### config.mk
export PLATFORM = sky130hd
export DESIGN_NAME = xml_entity_decoder_core
export DESIGN_NICKNAME = d
export VERILOG_FILES = /design/src/rtl/xed_pkg.sv /design/src/rtl/xml_entity_decoder_core.sv /design/src/rtl/xed_fifo.sv /design/src/rtl/xed_front.sv /design/src/rtl/xed_back.sv
export SDC_FILE = /design/constraint.sdc
export NUM_CORES = 1
export LEC_CHECK = 0
export BUFFER_PORTS_ARGS = -buffer_cell sky130_fd_sc_hd__buf_2
export CAP_MARGIN = 0
export CORE_ASPECT_RATIO = 0.6
export CORE_MARGIN = 2
export CORE_UTILIZATION = 42
export CTS_CLUSTER_DIAMETER = 120
export DETAILED_ROUTE_END_ITERATION = 8
export GPL_TIMING_DRIVEN = 0
export PLACE_DENSITY = 0.63
export SLEW_MARGIN = 20
export SYNTH_ARGS = -nofsm -noshare
export SYNTH_HDL_FRONTEND = slang
export SYNTH_SLANG_ARGS = --single-unit
### constraint.sdc
create_clock -name clock -period 5.84 [get_ports clock]
set_input_delay 0.292 -clock clock [delete_from_list [all_inputs] [get_ports clock]]
set_output_delay 0.292 -clock clock [all_outputs]
set_load 0.01 [all_outputs]
### src/rtl/xed_pkg.sv
// ----------------------------------------------------------------------------
// xed_pkg
// Shared types and constants of the XML entity decoder: payload structs,
// the job passed from the front end to the back end, and entity spellings.
// ----------------------------------------------------------------------------
package xed_pkg;

   localparam int HOLD_DEPTH  = 5;
   localparam int JOB_BYTES   = 6;
   localparam int NAME_COUNT  = 5;
   localparam int ALIVE_W     = 7;
   localparam int HEX_BIT     = 5;
   localparam int DEC_BIT     = 6;
   localparam int QUEUE_DEPTH = 2;

   localparam logic [7:0] CH_AMP  = 8'h26;
   localparam logic [7:0] CH_HASH = 8'h23;
   localparam logic [7:0] CH_X    = 8'h78;
   localparam logic [7:0] CH_SEMI = 8'h3b;
   localparam logic [7:0] CH_0    = 8'h30;
   localparam logic [7:0] CH_9    = 8'h39;
   localparam logic [7:0] CH_A    = 8'h61;
   localparam logic [7:0] CH_F    = 8'h66;
   localparam logic [7:0] HEX_OFS = 8'h57;

   localparam logic [7:0] DEC_MIN2 = 8'd12;
   localparam logic [7:0] DEC_MAX2 = 8'd25;
   localparam logic [7:0] DEC_MIN3 = 8'd128;
   localparam logic [11:0] DEC_MAX3 = 12'd255;

   // spellings of lt, gt, apos, quot, amp; entry 4 is the ampersand
   localparam logic [NAME_COUNT-1:0][JOB_BYTES-1:0][7:0] NAME_CHARS = '{
      '{8'h00, CH_SEMI, 8'h70, 8'h6d, 8'h61, CH_AMP},   // amp
      '{CH_SEMI, 8'h74, 8'h6f, 8'h75, 8'h71, CH_AMP},   // quot
      '{CH_SEMI, 8'h73, 8'h6f, 8'h70, 8'h61, CH_AMP},   // apos
      '{8'h00, 8'h00, CH_SEMI, 8'h74, 8'h67, CH_AMP},   // gt
      '{8'h00, 8'h00, CH_SEMI, 8'h74, 8'h6c, CH_AMP}    // lt
   };
   localparam logic [NAME_COUNT-1:0][2:0] NAME_LAST = '{3'd4, 3'd5, 3'd5, 3'd3, 3'd3};
   localparam logic [NAME_COUNT-1:0][7:0] NAME_VAL  = '{8'h26, 8'h22, 8'h27, 8'h3e, 8'h3c};

   typedef struct packed {
      logic [7:0] in_byte;
      logic       end_of_text;
   } req_type;

   typedef struct packed {
      logic [7:0] out_byte;
      logic       run_last;
      logic       text_last;
   } rsp_type;

   typedef struct packed {
      logic [JOB_BYTES-1:0][7:0] bytes;
      logic [2:0]                cnt;
      logic                      eot;
   } job_type;

endpackage

### src/rtl/xml_entity_decoder_core.sv
// ----------------------------------------------------------------------------
// xml_entity_decoder_core
// Streaming XML character entity decoder: one text byte per transfer in,
// decoded bytes out, with a short job queue between classifier and emitter.
// ----------------------------------------------------------------------------
// A job passes the job queue, job register and output register. Throughput:
// one input byte per cycle while the queue has room; the emitter sends one
// result per cycle while the receiver is ready, holding each job until sent.
// Reset clears the held count, the job queue and the output register.
// ----------------------------------------------------------------------------
module xml_entity_decoder_core #(
   parameter int QUEUE_DEPTH = xed_pkg::QUEUE_DEPTH
) (
   input  logic             clock,
   input  logic             reset,
   input  logic             req_valid,
   output logic             req_ready,
   input  xed_pkg::req_type req_data,
   output logic             rsp_valid,
   input  logic             rsp_ready,
   output xed_pkg::rsp_type rsp_data
);
   import xed_pkg::*;

   logic    job_push;
   job_type job_data;
   logic    queue_full;
   logic    queue_valid;
   job_type queue_head;
   logic    job_pop;

   xed_front u_front (
      .clock      (clock),
      .reset      (reset),
      .req_valid  (req_valid),
      .req_ready  (req_ready),
      .req_data   (req_data),
      .queue_full (queue_full),
      .job_push   (job_push),
      .job_data   (job_data)
   );

   xed_fifo #(
      .DEPTH (QUEUE_DEPTH)
   ) u_queue (
      .clock     (clock),
      .reset     (reset),
      .push      (job_push),
      .push_data (job_data),
      .pop       (job_pop),
      .full      (queue_full),
      .not_empty (queue_valid),
      .head      (queue_head)
   );

   xed_back u_back (
      .clock     (clock),
      .reset     (reset),
      .job_valid (queue_valid),
      .job_head  (queue_head),
      .job_pop   (job_pop),
      .rsp_valid (rsp_valid),
      .rsp_ready (rsp_ready),
      .rsp_data  (rsp_data)
   );

endmodule

### src/rtl/xed_fifo.sv
// ----------------------------------------------------------------------------
// xed_fifo
// Short job queue between the classifying front end and the emitting back end.
// ----------------------------------------------------------------------------
module xed_fifo #(
   parameter int DEPTH = xed_pkg::QUEUE_DEPTH
) (
   input  logic             clock,
   input  logic             reset,
   input  logic             push,
   input  xed_pkg::job_type push_data,
   input  logic             pop,
   output logic             full,
   output logic             not_empty,
   output xed_pkg::job_type head
);
   import xed_pkg::*;

   localparam int PTR_W = $clog2(DEPTH);
   localparam int CNT_W = $clog2(DEPTH + 1);
   localparam logic [PTR_W-1:0] PTR_LAST = PTR_W'(DEPTH - 1);
   localparam logic [CNT_W-1:0] CNT_FULL = CNT_W'(DEPTH);

   job_type          mem_ff [DEPTH];
   logic [PTR_W-1:0] wr_ptr_ff, wr_ptr_in;
   logic [PTR_W-1:0] rd_ptr_ff, rd_ptr_in;
   logic [CNT_W-1:0] count_ff, count_in;

   assign full      = (count_ff == CNT_FULL);
   assign not_empty = (count_ff != '0);
   assign head      = mem_ff[rd_ptr_ff];

   always_comb begin
      wr_ptr_in = wr_ptr_ff;
      rd_ptr_in = rd_ptr_ff;
      count_in  = count_ff;
      if (push) begin
         wr_ptr_in = (wr_ptr_ff == PTR_LAST) ? '0 : wr_ptr_ff + 1'b1;
      end
      if (pop) begin
         rd_ptr_in = (rd_ptr_ff == PTR_LAST) ? '0 : rd_ptr_ff + 1'b1;
      end
      if (push && !pop) begin
         count_in = count_ff + 1'b1;
      end else if (pop && !push) begin
         count_in = count_ff - 1'b1;
      end
   end

   always_ff @(posedge clock) begin
      if (reset) begin
         wr_ptr_ff <= '0;
         rd_ptr_ff <= '0;
         count_ff  <= '0;
      end else begin
         wr_ptr_ff <= wr_ptr_in;
         rd_ptr_ff <= rd_ptr_in;
         count_ff  <= count_in;
      end
   end

   always_ff @(posedge clock) begin
      if (push) begin
         mem_ff[wr_ptr_ff] <= push_data;
      end
   end

endmodule

### src/rtl/xed_front.sv
// ----------------------------------------------------------------------------
// xed_front
// Accepts text bytes, tracks which entities the held bytes can still become,
// and turns each decision into a job of one to six output bytes.
// ----------------------------------------------------------------------------
module xed_front (
   input  logic             clock,
   input  logic             reset,
   input  logic             req_valid,
   output logic             req_ready,
   input  xed_pkg::req_type req_data,
   input  logic             queue_full,
   output logic             job_push,
   output xed_pkg::job_type job_data
);
   import xed_pkg::*;

   logic [HOLD_DEPTH-1:0][7:0] held_ff, held_in;
   logic [2:0]                 count_ff, count_in;
   logic [ALIVE_W-1:0]         alive_ff, alive_in;
   logic [7:0]                 acc_ff, acc_in;

   logic accept;

   assign req_ready = !queue_full;
   assign accept    = req_valid && req_ready;

   always_comb begin
      logic [7:0]         nb;
      logic [2:0]         n;
      logic               eot;
      logic               is_digit;
      logic               is_hexd;
      logic [3:0]         dig;
      logic [3:0]         nib;
      logic [7:0]         sub_d;
      logic [7:0]         sub_h;
      logic [11:0]        dec_sum;
      logic [ALIVE_W-1:0] alive_nx;
      logic               done;
      logic [7:0]         done_val;
      logic               prefix;
      logic               rehold;

      nb  = req_data.in_byte;
      eot = req_data.end_of_text;
      n   = count_ff;

      sub_d    = nb - CH_0;
      sub_h    = nb - HEX_OFS;
      dig      = sub_d[3:0];
      is_digit = (nb >= CH_0) && (nb <= CH_9);
      is_hexd  = is_digit || ((nb >= CH_A) && (nb <= CH_F));
      nib      = is_digit ? dig : sub_h[3:0];
      dec_sum  = {1'b0, acc_ff, 3'b000} + {3'b000, acc_ff, 1'b0} + {8'h00, dig};

      alive_nx = '0;
      done     = 1'b0;
      done_val = acc_ff;

      for (int k = 0; k < NAME_COUNT; k++) begin
         alive_nx[k] = alive_ff[k] && (n <= NAME_LAST[k]) && (nb == NAME_CHARS[k][n]);
         if (alive_nx[k] && (n == NAME_LAST[k])) begin
            done     = 1'b1;
            done_val = NAME_VAL[k];
         end
      end

      case (n)
         3'd0: begin
            alive_nx[HEX_BIT] = (nb == CH_AMP);
            alive_nx[DEC_BIT] = (nb == CH_AMP);
         end
         3'd1: begin
            alive_nx[HEX_BIT] = alive_ff[HEX_BIT] && (nb == CH_HASH);
            alive_nx[DEC_BIT] = alive_ff[DEC_BIT] && (nb == CH_HASH);
         end
         3'd2: begin
            alive_nx[HEX_BIT] = alive_ff[HEX_BIT] && (nb == CH_X);
            alive_nx[DEC_BIT] = alive_ff[DEC_BIT] && is_digit &&
                                ((dig == 4'd1) || (dig == 4'd2));
         end
         3'd3: begin
            alive_nx[HEX_BIT] = alive_ff[HEX_BIT] && is_hexd && nib[3];
            alive_nx[DEC_BIT] = alive_ff[DEC_BIT] && is_digit &&
                                (dec_sum >= {4'h0, DEC_MIN2}) &&
                                (dec_sum <= {4'h0, DEC_MAX2});
         end
         3'd4: begin
            alive_nx[HEX_BIT] = alive_ff[HEX_BIT] && is_hexd;
            alive_nx[DEC_BIT] = alive_ff[DEC_BIT] && is_digit &&
                                (dec_sum >= {4'h0, DEC_MIN3}) && (dec_sum <= DEC_MAX3);
         end
         3'd5: begin
            alive_nx[HEX_BIT] = alive_ff[HEX_BIT] && (nb == CH_SEMI);
            alive_nx[DEC_BIT] = alive_ff[DEC_BIT] && (nb == CH_SEMI);
            if (alive_nx[HEX_BIT] || alive_nx[DEC_BIT]) begin
               done     = 1'b1;
               done_val = acc_ff;
            end
         end
         default: begin
            alive_nx[HEX_BIT] = 1'b0;
            alive_nx[DEC_BIT] = 1'b0;
         end
      endcase

      if (alive_ff[HEX_BIT] && (n == 3'd3)) begin
         acc_in = {4'h0, nib};
      end else if (alive_ff[HEX_BIT] && (n == 3'd4)) begin
         acc_in = {acc_ff[3:0], nib};
      end else if (n == 3'd2) begin
         acc_in = {4'h0, dig};
      end else if ((n == 3'd3) || (n == 3'd4)) begin
         acc_in = dec_sum[7:0];
      end else begin
         acc_in = acc_ff;
      end

      prefix = !done && (alive_nx != '0);
      rehold = !done && !prefix && (nb == CH_AMP) && !eot;

      for (int i = 0; i < JOB_BYTES; i++) begin
         job_data.bytes[i] = nb;
      end
      for (int i = 0; i < HOLD_DEPTH; i++) begin
         if (3'(i) < n) begin
            job_data.bytes[i] = held_ff[i];
         end
      end
      job_data.eot = eot;
      if (done) begin
         job_data.bytes[0] = done_val;
         job_data.cnt      = 3'd1;
      end else if (rehold) begin
         job_data.cnt = n;
      end else begin
         job_data.cnt = n + 3'd1;
      end

      job_push = accept && (done || !prefix || eot);

      held_in  = held_ff;
      count_in = count_ff;
      alive_in = alive_ff;
      if (accept) begin
         if (prefix && !eot) begin
            for (int i = 0; i < HOLD_DEPTH; i++) begin
               if (3'(i) == n) begin
                  held_in[i] = nb;
               end
            end
            count_in = n + 3'd1;
            alive_in = alive_nx;
         end else if (rehold) begin
            held_in[0] = nb;
            count_in   = 3'd1;
            alive_in   = '1;
         end else begin
            count_in = 3'd0;
            alive_in = '1;
         end
      end
   end

   always_ff @(posedge clock) begin
      if (reset) begin
         count_ff <= '0;
         alive_ff <= '1;
      end else begin
         count_ff <= count_in;
         alive_ff <= alive_in;
      end
   end

   always_ff @(posedge clock) begin
      held_ff <= held_in;
      if (accept) begin
         acc_ff <= acc_in;
      end
   end

endmodule

### src/rtl/xed_back.sv
// ----------------------------------------------------------------------------
// xed_back
// Takes jobs from the queue and emits their bytes one per transfer through
// the output register, marking the end of each run and of the text.
// ----------------------------------------------------------------------------
module xed_back (
   input  logic             clock,
   input  logic             reset,
   input  logic             job_valid,
   input  xed_pkg::job_type job_head,
   output logic             job_pop,
   output logic             rsp_valid,
   input  logic             rsp_ready,
   output xed_pkg::rsp_type rsp_data
);
   import xed_pkg::*;

   job_type    job_ff, job_in;
   logic       busy_ff, busy_in;
   logic [2:0] idx_ff, idx_in;
   logic       out_valid_ff, out_valid_in;
   rsp_type    out_ff, out_in;

   assign rsp_valid = out_valid_ff;
   assign rsp_data  = out_ff;

   always_comb begin
      logic out_adv;
      logic last;

      out_adv = !out_valid_ff || rsp_ready;
      last    = (idx_ff == (job_ff.cnt - 3'd1));

      out_valid_in = out_valid_ff && !rsp_ready;
      out_in       = out_ff;
      idx_in       = idx_ff;
      busy_in      = busy_ff;
      job_in       = job_ff;

      if (busy_ff && out_adv) begin
         out_valid_in       = 1'b1;
         out_in.out_byte    = job_ff.bytes[idx_ff];
         out_in.run_last    = last;
         out_in.text_last   = last && job_ff.eot;
         idx_in             = idx_ff + 3'd1;
         if (last) begin
            busy_in = 1'b0;
         end
      end

      job_pop = job_valid && (!busy_ff || (out_adv && last));
      if (job_pop) begin
         job_in  = job_head;
         busy_in = 1'b1;
         idx_in  = 3'd0;
      end
   end

   always_ff @(posedge clock) begin
      if (reset) begin
         busy_ff      <= 1'b0;
         out_valid_ff <= 1'b0;
         idx_ff       <= '0;
      end else begin
         busy_ff      <= busy_in;
         out_valid_ff <= out_valid_in;
         idx_ff       <= idx_in;
      end
   end

   always_ff @(posedge clock) begin
      job_ff <= job_in;
      out_ff <= out_in;
   end

endmodule

==> summary.txt <==
Outcome
  • Status: finished clean

Routing
  • Router iterations before antenna repair: 5
  • 1st-iter DRT viols: 770
  • Routed wire length per instance: 22.7 um
  • Vias: 7,061
  • Drt via density: 5.58
  • # DRC: 0
  • Drt total wl: 28.7 mm
  • Detail Route Antenna Nets: 0

Min path
  • Hold Crit Class: primary input to flip-flop
  • WHS Path Cells: 4

GRT
  • Global-route wire length before repair: 42.8 mm
  • Number of global-route vias before repair: 6,631
  • Total track usage: 20.1%
  • Largest net degree at the start of global routing: 37
  • Antenna violations before repair: 0
  • Global route overflow: 0

CTS
  • Clock buffer depth: 3
  • CTS tree: yes
  • Post-CTS Resized: 0
  • Num CTS Buffers: 23
  • CTS Sinks: 257
  • Worst-path clk slew: 70 ps
  • Hold_buf cts: 0
  • Setup bufs post-CTS: 0
  • Clock Tree Root: clkbuf_16
  • # H-tree levels: 1
  • Skew-Pair Late Insertion Delay: 530 ps

Critical path
  • Crit path kind: primary input to flip-flop
  • Critical Path RT: 5990 ps
  • Worst path slowest cell: nor3_2
  • R2R depth: 13
  • Startpoint Class: primary input
  • CP Cell Sequence: buf_2, buf_4, clkbuf_1, inv_1, fa_1, fa_1, xnor2_1, o21a_1, o21ai_0, or4_4, a2111oi_4, or3_1, buf_6, nand3_1, buf_2, nor3_2
  • Critical Path Max Stage Delay: 640 ps
  • Critical Path AT: 5720 ps
  • Maximum fanout along the worst path: 10
  • Setup crit end kind: flip-flop

Synthesis
  • Post-synth EDFFs: 214
  • Unique masters post-synth: 75
  • Syn Area/Cell: 14.0 um^2
  • Post-synth top area cell: edfxtp_1
  • Asr flop ratio synth: 0%
  • Top-area cell type share of the netlist area: 55.3%
  • Seq cells post-synth: 257
  • Register area share after synthesis: 62.8%
  • Syn Inst Count: 829
  • Most used DFF post-synth: edfxtp_1
  • Top cells by area, synth: edfxtp_1 (55%), mux2_2 (7.9%), dfxtp_1 (7.4%)
  • Synth warnings: 0
  • Net Count, Synth: 877
  • Synthesized area: 0.0116 mm^2

Timing
  • Max-slew violation count: 0
  • Final Hold Fails: 0
  • RSZ-0062 raised after global routing: no
  • Setup tns final: 0 ps
  • Rel. slew slack: 26.9%
  • Min Tclk post-route: 5570 ps
  • Setup Viol. Count Final: 0
  • Worst Skew: 20.1 ps
  • Post-route clock period utilization: 95.5%
  • Slew @ Worst Pin: 1080 ps
  • Max Fclk: 179 MHz

Floorplanning
  • Row cnt: 47
  • I/O Pins: 25
  • DIE AREA: 0.0290 mm^2
  • Die W: 219 um
  • Die Y: 133 um
  • Initial core utilization: 42.4%
  • Placeable Area: 0.0274 mm^2

Power
  • Peak VDD IR: 0.000310 V
  • Leakage: 4.60 nW
  • Power Dens Cells: 397 mW/mm^2
  • Total Power: 0.00518 W

Layout
  • Layout cell share with drive strength beyond 1: 20.9%
  • Area grow syn2layout: 12.3%
  • Commonest non-fill, non-tap cell in the layout: edfxtp_1
  • Final-stage net count: 930
  • Commonest non-fill, non-tap cells in the layout: edfxtp_1 (214), mux2_2 (81), nor2_1 (44)
  • Antenna fix cells: 0

Place
  • Buffers on Ports: 24
  • HPWL Detailed: 19.9 mm
  • Gpl congestion: 0.917

Job
  • Max-cap violations: 0
==> Yosys cell counts, drive strengths merged, types with 4 or more instances <==
library cell	number
edfxtp	214
mux2	82
nor2	44
dfxtp	43
inv	38
ha	33
nand2	30
xnor2	29
a21oi	26
o21ai	25
buf	22
nor3	19
clkbuf	18
mux2i	17
nand2b	15
nand3	13
o22ai	12
a32oi	11
xor2	11
nor2b	10
a21o	9
and2	9
nand4	9
mux4	8
or3	6
and3	5
o21bai	5
o32ai	5
or2	5
nor4b	4
==> state kept, by name, indices dropped and copies added, names as in the netlist, named ones only <==
name,flops
u_back.busy_ff,1
u_queue.count_ff,2
u_front.alive_ff,7
u_back.idx_ff,3
u_back.rsp_data,10
u_front.count_ff,3
u_queue.wr_ptr_ff,1
u_back.rsp_valid,1
u_front.held_ff,40
u_queue.rd_ptr_ff,1
u_queue.mem_ff,104
u_back.job_ff,52
u_front.acc_ff,8
==> through the flow <==
step	hold WS, ps	setup WS [ps]	cells	utilization [%]	instance area [um^2]
2_1_floorplan	391	565	829	-	11600
3_3_place_gp	464	-1580	1220	44.5	12200
5_1_grt	53.8	25.7	1265	47.6	13000
3_5_place_dp	473	-254	1224	45.0	12300
6_report	56.4	265	1265	47.6	13000
4_1_cts	47.1	287	1265	47.6	13000
==> cells by family after synthesis <==
logic type	count (synthesis)	share of synthesized area, %
buffers and inverters	78	2.82
flip-flops	257	62.8
AO/OA/AOI/OAI	128	8.15
AND/OR/NAND/NOR	184	8.39
adder cells (fa/ha/maj)	35	3.90
multiplexers	107	11.0
XOR/XNOR	40	3.02
==> critical path: cells and delay by family <==
family,cells,cell delay [ps]
AOI/OAI and AO/OA,3,770
buffers and inverters,6,1700
adders and majority gates,2,1060
and+or+nand+nor,4,1540
xor gates and xnor gates,1,330
==> cell type report <==
type	instances	area (um^2)
multi-input combinational	494	4050
inverter	38	145
fill	2438	14400
clock buffer	28	594
timing repair buffer	28	208
clock inverter	13	121
buffer	40	183
tap	367	459
sequential	257	7290
==> routing by layer <==
layer | vias to the layer above | GRT usage (%) | routed length, um | part of all wire (%)
li1 | 3244 | - | - | -
met1 | 3501 | 33.0 | 14500 | 50
met2 | 272 | 26.7 | 11200 | 39
met3 | 44 | 4.60 | 2650 | 9.2
met4 | 0 | 3.83 | 450 | 1.6
met5 | - | 0 | 0 | 0
==> power breakdown <==
group	switching, W	leakage [nW]	internal (W)
Sequential	0.0000932	2.33	0.00244
Combinational	0.000701	1.92	0.000461
Clock	0.000665	0.347	0.000816
==> final timing paths <==
check	startpoint	end	slack, ps
max	req_data[4]	u_front.held_ff[8]	270
min	rsp_ready	u_back.rsp_valid	60
max reg2reg	u_front.acc_ff[2]	u_front.held_ff[8]	850
min reg2reg	u_back.busy_ff	u_back.rsp_valid	480
Note: power is estimated with default switching activity, not from simulation.
